File: src/design/ppc_pkg.sv
// Shared types and constants of the PID position controller.
// Used by ppc_const_div and pid_position_controller; depends on nothing.
package ppc_pkg;

    // Default sizes of the position input and the integral accumulator
    localparam int POSITION_WIDTH_DEFAULT    = 16;
    localparam int ACCUMULATOR_WIDTH_DEFAULT = 32;

    // Fixed field widths
    localparam int DATA_WIDTH       = 16;   // setpoint, limits, excitation
    localparam int GAIN_WIDTH       = 15;
    localparam int GAIN_I3_WIDTH    = 17;   // gain_i * 3
    localparam int GAIN_D_SC_WIDTH  = 25;   // gain_d * 1000
    localparam int CFG_INDEX_WIDTH  = 3;
    localparam int SCALED_WIDTH     = 12;   // clamped integral term, +-1024

    // Loop constants
    localparam int DEAD_OFFSET = 150;
    localparam int INTEG_LIMIT = 1024;
    localparam int INTEG_SHIFT = 10;
    localparam int D_SCALE     = 1000;
    localparam int POS_DIV     = 5;
    localparam int HALF_PERIOD = 3;
    localparam int PERIOD      = 6;

    // Register reset values
    localparam int TARGET_RESET    = 0;
    localparam int GAIN_P_RESET    = 20;
    localparam int GAIN_I_RESET    = 5;
    localparam int GAIN_D_RESET    = 0;
    localparam int DRIVE_MAX_RESET = 1023;
    localparam int DRIVE_MIN_RESET = -1023;

    // Input transaction kinds
    localparam logic KIND_TICK  = 1'b0;
    localparam logic KIND_CLEAR = 1'b1;

    typedef enum logic [CFG_INDEX_WIDTH-1:0] {
        REG_TARGET    = 3'd0,
        REG_GAIN_P    = 3'd1,
        REG_GAIN_I    = 3'd2,
        REG_GAIN_D    = 3'd3,
        REG_DRIVE_MAX = 3'd4,
        REG_DRIVE_MIN = 3'd5
    } cfg_reg_t;

    // Stage loads of the constant divider
    typedef struct packed {
        logic mul;   // load the reciprocal product
        logic fix;   // load the signed quotient
    } div_en_t;

endpackage

File: src/design/ppc_const_div.sv
// Two-stage signed division by a constant, truncating toward zero.
// Reciprocal multiply on the magnitude, then sign restore. Uses ppc_pkg.
module ppc_const_div import ppc_pkg::*; #(
    parameter int IN_WIDTH = POSITION_WIDTH_DEFAULT,
    parameter int DIVISOR  = POS_DIV
) (
    input  logic                       aclk,
    input  div_en_t                    en,
    input  logic signed [IN_WIDTH-1:0] x,
    output logic signed [IN_WIDTH-1:0] q
);

    // Exact for every magnitude below 2**IN_WIDTH with this shift
    localparam int SHIFT    = IN_WIDTH + $clog2(DIVISOR);
    localparam int RECIP_W  = IN_WIDTH + 1;
    localparam int PROD_W   = IN_WIDTH + RECIP_W;
    localparam int QUOT_W   = PROD_W - SHIFT;
    localparam logic [RECIP_W-1:0] RECIP =
        RECIP_W'(((64'd1 << SHIFT) + DIVISOR - 1) / DIVISOR);

    logic [IN_WIDTH-1:0]        x_mag;
    logic [PROD_W-1:0]          prod_next;
    logic [PROD_W-1:0]          prod_reg;
    logic                       neg_reg;
    logic signed [QUOT_W:0]     quot;
    logic signed [IN_WIDTH-1:0] q_next;
    logic signed [IN_WIDTH-1:0] q_reg;

    assign x_mag     = x[IN_WIDTH-1] ? IN_WIDTH'(-x) : IN_WIDTH'(x);
    assign prod_next = PROD_W'(x_mag) * PROD_W'(RECIP);

    always_ff @(posedge aclk) begin
        if (en.mul) begin
            prod_reg <= prod_next;
            neg_reg  <= x[IN_WIDTH-1];
        end
    end

    assign quot   = {1'b0, prod_reg[PROD_W-1:SHIFT]};
    assign q_next = neg_reg ? IN_WIDTH'(-quot) : IN_WIDTH'(quot);

    always_ff @(posedge aclk) begin
        if (en.fix) begin
            q_reg <= q_next;
        end
    end

    assign q = q_reg;

endmodule

File: src/design/pid_position_controller.sv
// PID position controller top level: eight-stage pipeline from input register to
// result register, configuration registers and loop state. Uses ppc_pkg, ppc_const_div.
//
// Takes one transaction per clock when the result side keeps up. A tick transaction
// presents its excitation on the result port once it reaches the result register; a
// clear transaction yields no result and takes effect on the loop state as it passes
// the pipeline, in order with the ticks around it. The one-per-cycle rate is held by
// the integral accumulator, whose saturating add closes on itself within stage 5;
// the divides by 5 and 6 and the gain products sit in earlier stages. A stalled result
// register backs up stage by stage, so empty stages still fill while the output waits.
// Write configuration only while the pipeline is empty.
module pid_position_controller import ppc_pkg::*; #(
    parameter int POSITION_WIDTH    = POSITION_WIDTH_DEFAULT,
    parameter int ACCUMULATOR_WIDTH = ACCUMULATOR_WIDTH_DEFAULT
) (
    input  logic                             aclk,
    input  logic                             aresetn,
    // configuration
    input  logic                             cfg_wr_en,
    input  logic [CFG_INDEX_WIDTH-1:0]       cfg_wr_index,
    input  logic [DATA_WIDTH-1:0]            cfg_wr_data,
    // input channel
    input  logic                             s_valid,
    output logic                             s_ready,
    input  logic                             s_kind,
    input  logic signed [POSITION_WIDTH-1:0] s_position,
    // result channel
    output logic                             m_valid,
    input  logic                             m_ready,
    output logic signed [DATA_WIDTH-1:0]     m_excitation
);

    localparam int PW     = POSITION_WIDTH;
    localparam int AW     = ACCUMULATOR_WIDTH;
    localparam int NSTAGE = 8;
    localparam int DW     = PW + 1;                                    // position delta
    localparam int EW     = ((PW > DATA_WIDTH) ? PW : DATA_WIDTH) + 1; // error
    localparam int ESW    = EW + 1;                                    // error pair sum
    localparam int IW     = ESW + GAIN_I3_WIDTH + 1;                   // integral step
    localparam int PTW    = EW + GAIN_WIDTH + 1;                       // P term
    localparam int DTW    = DW + GAIN_D_SC_WIDTH + 1;                  // D term
    localparam int SW     = ((AW > IW) ? AW : IW) + 1;
    localparam int ACTW   = ((PTW > DTW) ? PTW : DTW) + 2;
    localparam int OW     = DATA_WIDTH + 1;

    localparam logic signed [AW-1:0] INT_HI = AW'(INTEG_LIMIT);
    localparam logic signed [AW-1:0] INT_LO = AW'(-INTEG_LIMIT);
    localparam logic signed [OW-1:0] OFFSET = OW'(DEAD_OFFSET);

    // ---------------- configuration ----------------
    logic signed [DATA_WIDTH-1:0]  target_reg;
    logic [GAIN_WIDTH-1:0]         gain_p_reg;
    logic [GAIN_I3_WIDTH-1:0]      gain_i3_reg;
    logic [GAIN_D_SC_WIDTH-1:0]    gain_d_sc_reg;
    logic signed [DATA_WIDTH-1:0]  drive_max_reg;
    logic signed [DATA_WIDTH-1:0]  drive_min_reg;

    always_ff @(posedge aclk) begin
        if (!aresetn) begin
            target_reg    <= DATA_WIDTH'(TARGET_RESET);
            gain_p_reg    <= GAIN_WIDTH'(GAIN_P_RESET);
            gain_i3_reg   <= GAIN_I3_WIDTH'(GAIN_I_RESET * HALF_PERIOD);
            gain_d_sc_reg <= GAIN_D_SC_WIDTH'(GAIN_D_RESET * D_SCALE);
            drive_max_reg <= DATA_WIDTH'(DRIVE_MAX_RESET);
            drive_min_reg <= DATA_WIDTH'(DRIVE_MIN_RESET);
        end else if (cfg_wr_en) begin
            case (cfg_reg_t'(cfg_wr_index))
                REG_TARGET:    target_reg <= cfg_wr_data;
                REG_GAIN_P:    gain_p_reg <= cfg_wr_data[GAIN_WIDTH-1:0];
                // fold the fixed factors into the stored gains
                REG_GAIN_I:    gain_i3_reg <= GAIN_I3_WIDTH'(cfg_wr_data[GAIN_WIDTH-1:0])
                                            * GAIN_I3_WIDTH'(HALF_PERIOD);
                REG_GAIN_D:    gain_d_sc_reg <=
                                   GAIN_D_SC_WIDTH'(cfg_wr_data[GAIN_WIDTH-1:0])
                                   * GAIN_D_SC_WIDTH'(D_SCALE);
                REG_DRIVE_MAX: drive_max_reg <= cfg_wr_data;
                REG_DRIVE_MIN: drive_min_reg <= cfg_wr_data;
                default: ;
            endcase
        end
    end

    // ---------------- pipeline flow control ----------------
    logic [NSTAGE-1:0] v_reg;
    logic [NSTAGE-1:0] v_next;
    logic [NSTAGE-1:0] vin;
    logic [NSTAGE-1:0] en;
    logic              ig_kind_reg;

    always_comb begin
        en[NSTAGE-1] = !v_reg[NSTAGE-1] || m_ready;
        for (int i = NSTAGE - 2; i >= 0; i--) begin
            en[i] = !v_reg[i] || en[i+1];
        end
    end

    always_comb begin
        vin    = {v_reg[NSTAGE-2:0], s_valid};
        // drop clear transactions once the integral has seen them
        vin[6] = v_reg[5] && (ig_kind_reg != KIND_CLEAR);
        v_next = (en & vin) | (~en & v_reg);
    end

    always_ff @(posedge aclk) begin
        if (!aresetn) begin
            v_reg <= '0;
        end else begin
            v_reg <= v_next;
        end
    end

    assign s_ready = en[0];

    logic xfer1, xfer3, xfer5;
    assign xfer1 = en[1] && v_reg[0];
    assign xfer3 = en[3] && v_reg[2];
    assign xfer5 = en[5] && v_reg[4];

    // ---------------- stage 0: input register ----------------
    logic                 in_kind_reg;
    logic signed [PW-1:0] in_pos_reg;

    always_ff @(posedge aclk) begin
        if (en[0]) begin
            in_kind_reg <= s_kind;
            in_pos_reg  <= s_position;
        end
    end

    // ---------------- stages 1-2: divides ----------------
    logic signed [PW-1:0] last_pos_reg;
    logic signed [DW-1:0] pos_delta;
    logic signed [PW-1:0] q5;
    logic signed [DW-1:0] q6;
    logic                 dv_kind_reg;
    logic                 qt_kind_reg;
    div_en_t              div_en;

    assign pos_delta = DW'(last_pos_reg) - DW'(in_pos_reg);
    assign div_en    = '{mul: en[1], fix: en[2]};

    always_ff @(posedge aclk) begin
        if (!aresetn) begin
            last_pos_reg <= '0;
        end else if (xfer1 && in_kind_reg == KIND_TICK) begin
            last_pos_reg <= in_pos_reg;
        end
    end

    ppc_const_div #(.IN_WIDTH(PW), .DIVISOR(POS_DIV)) u_div_pos (
        .aclk (aclk),
        .en   (div_en),
        .x    (in_pos_reg),
        .q    (q5)
    );

    ppc_const_div #(.IN_WIDTH(DW), .DIVISOR(PERIOD)) u_div_delta (
        .aclk (aclk),
        .en   (div_en),
        .x    (pos_delta),
        .q    (q6)
    );

    always_ff @(posedge aclk) begin
        if (en[1]) begin
            dv_kind_reg <= in_kind_reg;
        end
        if (en[2]) begin
            qt_kind_reg <= dv_kind_reg;
        end
    end

    // ---------------- stage 3: error ----------------
    logic signed [EW-1:0]  err_next;
    logic signed [ESW-1:0] errsum_next;
    logic signed [EW-1:0]  last_err_reg;
    logic                  er_kind_reg;
    logic signed [EW-1:0]  er_err_reg;
    logic signed [ESW-1:0] er_errsum_reg;
    logic signed [DW-1:0]  er_q6_reg;

    assign err_next    = -EW'(target_reg) - EW'(q5);
    assign errsum_next = ESW'(err_next) + ESW'(last_err_reg);

    always_ff @(posedge aclk) begin
        if (!aresetn) begin
            last_err_reg <= '0;
        end else if (xfer3) begin
            last_err_reg <= (qt_kind_reg == KIND_CLEAR) ? '0 : err_next;
        end
    end

    always_ff @(posedge aclk) begin
        if (en[3]) begin
            er_kind_reg   <= qt_kind_reg;
            er_err_reg    <= err_next;
            er_errsum_reg <= errsum_next;
            er_q6_reg     <= q6;
        end
    end

    // ---------------- stage 4: gain products ----------------
    logic signed [GAIN_I3_WIDTH:0]   gain_i3_s;
    logic signed [GAIN_WIDTH:0]      gain_p_s;
    logic signed [GAIN_D_SC_WIDTH:0] gain_d_s;
    logic                            ml_kind_reg;
    logic signed [IW-1:0]            ml_incr_reg;
    logic signed [PTW-1:0]           ml_p_reg;
    logic signed [DTW-1:0]           ml_d_reg;

    assign gain_i3_s = {1'b0, gain_i3_reg};
    assign gain_p_s  = {1'b0, gain_p_reg};
    assign gain_d_s  = {1'b0, gain_d_sc_reg};

    always_ff @(posedge aclk) begin
        if (en[4]) begin
            ml_kind_reg <= er_kind_reg;
            ml_incr_reg <= IW'(er_errsum_reg) * IW'(gain_i3_s);
            ml_p_reg    <= PTW'(er_err_reg) * PTW'(gain_p_s);
            ml_d_reg    <= DTW'(er_q6_reg) * DTW'(gain_d_s);
        end
    end

    // ---------------- stage 5: integral ----------------
    logic signed [AW-1:0]  integral_reg;
    logic signed [AW-1:0]  integral_next;
    logic signed [SW-1:0]  integ_sum;
    logic                  integ_ovf;
    logic signed [PTW-1:0] ig_p_reg;
    logic signed [DTW-1:0] ig_d_reg;

    assign integ_sum = SW'(integral_reg) + SW'(ml_incr_reg);
    assign integ_ovf = !((&integ_sum[SW-1:AW-1]) || !(|integ_sum[SW-1:AW-1]));

    always_comb begin
        if (ml_kind_reg == KIND_CLEAR) begin
            integral_next = '0;
        end else if (integ_ovf) begin
            integral_next = integ_sum[SW-1] ? {1'b1, {(AW-1){1'b0}}}
                                            : {1'b0, {(AW-1){1'b1}}};
        end else begin
            integral_next = integ_sum[AW-1:0];
        end
    end

    always_ff @(posedge aclk) begin
        if (!aresetn) begin
            integral_reg <= '0;
        end else if (xfer5) begin
            integral_reg <= integral_next;
        end
    end

    always_ff @(posedge aclk) begin
        if (en[5]) begin
            ig_kind_reg <= ml_kind_reg;
            ig_p_reg    <= ml_p_reg;
            ig_d_reg    <= ml_d_reg;
        end
    end

    // ---------------- stage 6: activation ----------------
    logic signed [AW-1:0]           integ_shift;
    logic signed [SCALED_WIDTH-1:0] scaled;
    logic signed [ACTW-1:0]         act_full;
    logic                           act_ovf;
    logic signed [DATA_WIDTH-1:0]   act_next;
    logic signed [DATA_WIDTH-1:0]   act_reg;

    // integral_reg holds the value left by the transaction now in stage 5
    assign integ_shift = integral_reg >>> INTEG_SHIFT;

    always_comb begin
        if (integ_shift > INT_HI) begin
            scaled = SCALED_WIDTH'(INT_HI);
        end else if (integ_shift < INT_LO) begin
            scaled = SCALED_WIDTH'(INT_LO);
        end else begin
            scaled = SCALED_WIDTH'(integ_shift);
        end
    end

    assign act_full = ACTW'(ig_p_reg) + ACTW'(ig_d_reg) + ACTW'(scaled);
    assign act_ovf  = !((&act_full[ACTW-1:DATA_WIDTH-1])
                        || !(|act_full[ACTW-1:DATA_WIDTH-1]));
    assign act_next = act_ovf ? (act_full[ACTW-1] ? {1'b1, {(DATA_WIDTH-1){1'b0}}}
                                                  : {1'b0, {(DATA_WIDTH-1){1'b1}}})
                              : act_full[DATA_WIDTH-1:0];

    always_ff @(posedge aclk) begin
        if (en[6]) begin
            act_reg <= act_next;
        end
    end

    // ---------------- stage 7: dead-zone offset and limits ----------------
    logic signed [OW-1:0]         act_ext;
    logic signed [OW-1:0]         offs;
    logic signed [OW-1:0]         lim_hi;
    logic signed [OW-1:0]         lim_lo;
    logic signed [OW-1:0]         clip_hi;
    logic signed [OW-1:0]         clip_lo;
    logic signed [DATA_WIDTH-1:0] exc_reg;

    assign act_ext = OW'(act_reg);
    assign lim_hi  = OW'(drive_max_reg);
    assign lim_lo  = OW'(drive_min_reg);

    always_comb begin
        if (act_reg > 0) begin
            offs = act_ext + OFFSET;
        end else if (act_reg < 0) begin
            offs = act_ext - OFFSET;
        end else begin
            offs = act_ext;
        end
        // upper limit first, so crossed limits give the lower one
        clip_hi = (offs > lim_hi) ? lim_hi : offs;
        clip_lo = (clip_hi < lim_lo) ? lim_lo : clip_hi;
    end

    always_ff @(posedge aclk) begin
        if (en[7]) begin
            exc_reg <= clip_lo[DATA_WIDTH-1:0];
        end
    end

    assign m_valid      = v_reg[NSTAGE-1];
    assign m_excitation = exc_reg;

    // ---------------- assertions ----------------
    a_ready_when_out_empty: assert property (@(posedge aclk) disable iff (!aresetn)
        !v_reg[NSTAGE-1] |-> s_ready)
        else $error("input stalled with an empty result register");

    a_clear_zeroes_integral: assert property (@(posedge aclk) disable iff (!aresetn)
        (xfer5 && ml_kind_reg == KIND_CLEAR) |=> (integral_reg == '0))
        else $error("clear did not zero the integral");

    a_clear_zeroes_last_err: assert property (@(posedge aclk) disable iff (!aresetn)
        (xfer3 && qt_kind_reg == KIND_CLEAR) |=> (last_err_reg == '0))
        else $error("clear did not zero the previous error");

    a_output_in_limits: assert property (@(posedge aclk) disable iff (!aresetn)
        (m_valid && drive_min_reg <= drive_max_reg)
        |-> (m_excitation <= drive_max_reg && m_excitation >= drive_min_reg))
        else $error("excitation outside the drive limits");

endmodule

File: config.mk
export PLATFORM = sky130hd
export DESIGN_NAME = pid_position_controller
export DESIGN_NICKNAME = d
export VERILOG_FILES = /design/src/design/ppc_pkg.sv /design/src/design/ppc_const_div.sv /design/src/design/pid_position_controller.sv
export SDC_FILE = /design/constraint.sdc
export NUM_CORES = 2
export LEC_CHECK = 0
export BUFFER_PORTS_ARGS = -buffer_cell sky130_fd_sc_hd__buf_2
export CORE_AREA = 3 3 365 367
export CTS_BUF_LIST = sky130_fd_sc_hd__clkbuf_16
export DETAILED_ROUTE_END_ITERATION = 10
export DIE_AREA = 0 0 368 370
export GPL_ROUTABILITY_DRIVEN = 0
export GPL_TIMING_DRIVEN = 0
export PLACE_DENSITY_LB_ADDON = 0.3
export SYNTH_ARGS = -nofsm -noshare
export SYNTH_HDL_FRONTEND = slang
export SYNTH_SLANG_ARGS = --single-unit
File: constraint.sdc
create_clock -name aclk -period 23.6 [get_ports aclk]
set_clock_uncertainty 0.2 [all_clocks]
set_input_delay 1.18 -clock aclk [delete_from_list [all_inputs] [get_ports aclk]]
set_output_delay 1.18 -clock aclk [all_outputs]
set_load 0.02 [all_outputs]
==> impl_results.md <==
- Post-synthesis register bit count: around 530
- Core Area: 129800 µm²
- Ports: 59
- CP Launch Type: flop
- Core Rows: about 130
- Worst-Skew Late Latency: between 600 and 700 ps
- Total CTS buffers: 66
- Top-count cell post-synth: inv_1
- First-pass GRT wire length: 287200 µm
- All-Layer GR Usage: between 20% and 30%
- Synth Warn #: 0
- IO buf count: 57
- CP endpoint kind: flop
- DRT iter0 DRCs: between 4k and 5k
- CP peak stage delay: 630 ps
- Mapped Nets: approximately 9.3k
- Most instantiated cells after synthesis: 1386 x inv_1, 1127 x fa_1, 899 x nand2_1
- Die span in y: approximately 370 µm
- Tmin final: between 10000 and 15000 ps
- Cts repair resizes: 0
- Critical path launch point: in_pos_reg[0]
- Clock Tree Root: clkbuf_16
- Final Hold Vio Count: 0
- Die W: approximately 370 µm
- Hold Path Class: flop to flop
- WP data arrival: around 10000 ps
- Async SR Flop Fraction: 0%
- Max clock buf depth: 3
- Cell area after placement: 74070 µm²
- Slowest CP cell: edfxtp_1
- Clock Sinks: roughly 530
- Kind of critical path: flop to flop
- CTS hold repair buffers: 0
- Number of flops mapped to enable cells by yosys: around 350
- Accumulated negative setup slack: 0 ps
- R2R Path End: u_div_delta.prod_reg[33]
- Total Wirelength: around 180000 µm
- Worst slew margin: approximately 17%
- Post-CTS Setup Inserts: 0
- Initial DRT Pass Iterations: 9
- Flop-to-flop setup slack: 13320 ps
- Status: finished clean
- Post-Route Utilization: 58.85%
- Hpwl dp: around 150000 µm
- Synth top area share: a little under a third
- Post-route cell area: ~76000 µm²
- DR WL/cell: between 15 and 20 µm
- CTS H-tree depth: 3
- Final critical-path share of the clock period: a little over two fifths
- Clk pin slew, worst setup/hold paths: about 60 ps
- DRC errors left: 0
- # fillers: between 10k and 15k
- Final setup viols: 0
- Grt ovf: 0
- Vias in the first global route: approximately 54k
- Largest net degree at the start of global routing: 71
- Synth Cell Area: a little over 70000 µm²
- Share of cells above drive strength 1: under 10%
- CP endpoint: u_div_delta.prod_reg[33]
- Layout net count: 9430
- MaxCap Viol Count: 0
- Synth area leader: fa_1
- Seq/Total Area, Yosys: 19.68%
- Synth cell types: 91
- Least-Margin Pin Slew: approximately 1200 ps
- Max FO, Critical Path: 10
- Syn Inst Count: ~7.3k
- Vias per cell: around 5.6
- Syn avg cell area: 9.744 µm²
- Max Freq: just under 0.1 GHz
- Initial antenna violation count: 8
- CP required: ~24000 ps
- CTS tree: built
- Synth top area cells: fa_1 32%, edfxtp_1 15%, ha_1 14%
- Area Growth Syn to Fin: 6.837%
- R2r worst-path depth: 37
- Number of routed nets with antenna violations: 0
- Vias: ~52k
- Die area: 136200 µm²
- RR Startpoint: in_pos_reg[0]
- Hold path startpoint: ml_p_reg[20]
- RSZ-0062 raised after global routing: no
- Pins over their slew limit: 0
- Initial cell density of the core: between 50% and 60%
- Synth Flop Type: edfxtp_1
==> area by class of cell <==
cell class              instances  area, µm²  share of cell area, %
multi-input cells            5185      51310                  67.16
repair buffers                 61      380.4                 0.4979
diodes                          3      7.507               0.009827
clock inverters                52      630.6                 0.8255
well taps                    1742       2180                  2.853
plain buffers                 239      927.1                  1.214
inverters                    1387       5209                  6.818
flip-flops and latches        527      14070                  18.42
clock buffers                  67       1677                  2.195
==> layout by cell type, fill, tap and decap left out, types with 11 or more instances in the layout <==
master / count
inv_1: 1393
o21bai_1: 47
nand4_1: 30
clkbuf_1: 228
a21o_1: 124
nor4_1: 17
xor2_1: 80
a21oi_1: 361
mux2_2: 32
a22oi_1: 15
xnor2_1: 257
nand2b_1: 56
nor3_1: 68
a211oi_1: 25
fa_1: 1127
or3_1: 19
clkbuf_16: 67
and3_1: 33
buf_2: 62
edfxtp_1: 352
dfxtp_1: 175
a221oi_1: 28
ha_1: 795
mux2i_1: 13
and2_1: 410
o211ai_1: 32
nor2_1: 189
o2111ai_1: 11
a31oi_1: 28
o21ai_0: 142
o21a_1: 34
nand2_1: 897
o31ai_1: 23
or2_2: 12
nand3_1: 73
nor2b_1: 49
nor3b_1: 12
==> kinds of logic after synthesis <==
logic type | share of synthesized area (%)
other | 0.01050
XOR/XNOR | 4.128
multiplexers | 0.7489
buffers and inverters | 8.576
adder cells (fa/ha/maj) | 45.46
AND/OR/NAND/NOR | 12.72
flip-flops | 19.68
AO/OA/AOI/OAI | 8.674
==> how the worst min path moves through the flow <==
| stage | cells after the start | end | slack [ps] |
|---|---|---|---|
| after floorplan | 0 | er_q6_reg[0] | 200 |
| after global placement | 0 | er_q6_reg[2] | 200 |
| after detailed placement | 0 | ig_d_reg[35] | 200 |
| after CTS | 0 | ig_p_reg[1] | 200 |
| after global routing | 0 | ig_p_reg[1] | 210 |
| final | 0 | ig_p_reg[20] | 210 |
==> metrics by stage <==
step	instances	setup slack, ps	hold slack, ps
finish	9263	13320	211.1
global route	9260	12560	208.5
detailed placement	9141	13410	204.5
global placement	9137	13470	200.6
CTS	9260	13260	199.8
floorplan	7338	14790	200.3
==> metal layers <==
metal / vias to the layer above / part of all wire [%] / track usage [%]
met5: - / 0.022 / 0
met4: 6 / 4.2 / 9.614
met3: 437 / 8.9 / 6.788
met2: 1860 / 46 / 42.99
met1: 25620 / 41 / 34.61
li1: 23700 / - / -
==> critical path, delay by kind of cell (launching register included) <==
family	cells	cell delay, ps
compound gates	13	3120
xor+xnor	3	1070
simple gates	5	990
buf+inv	7	560
fa+ha+maj	9	3460
flops	1	630
Power is not shown: default switching activity piles up to over one toggle a cycle in this logic, so the estimate is an artifact.
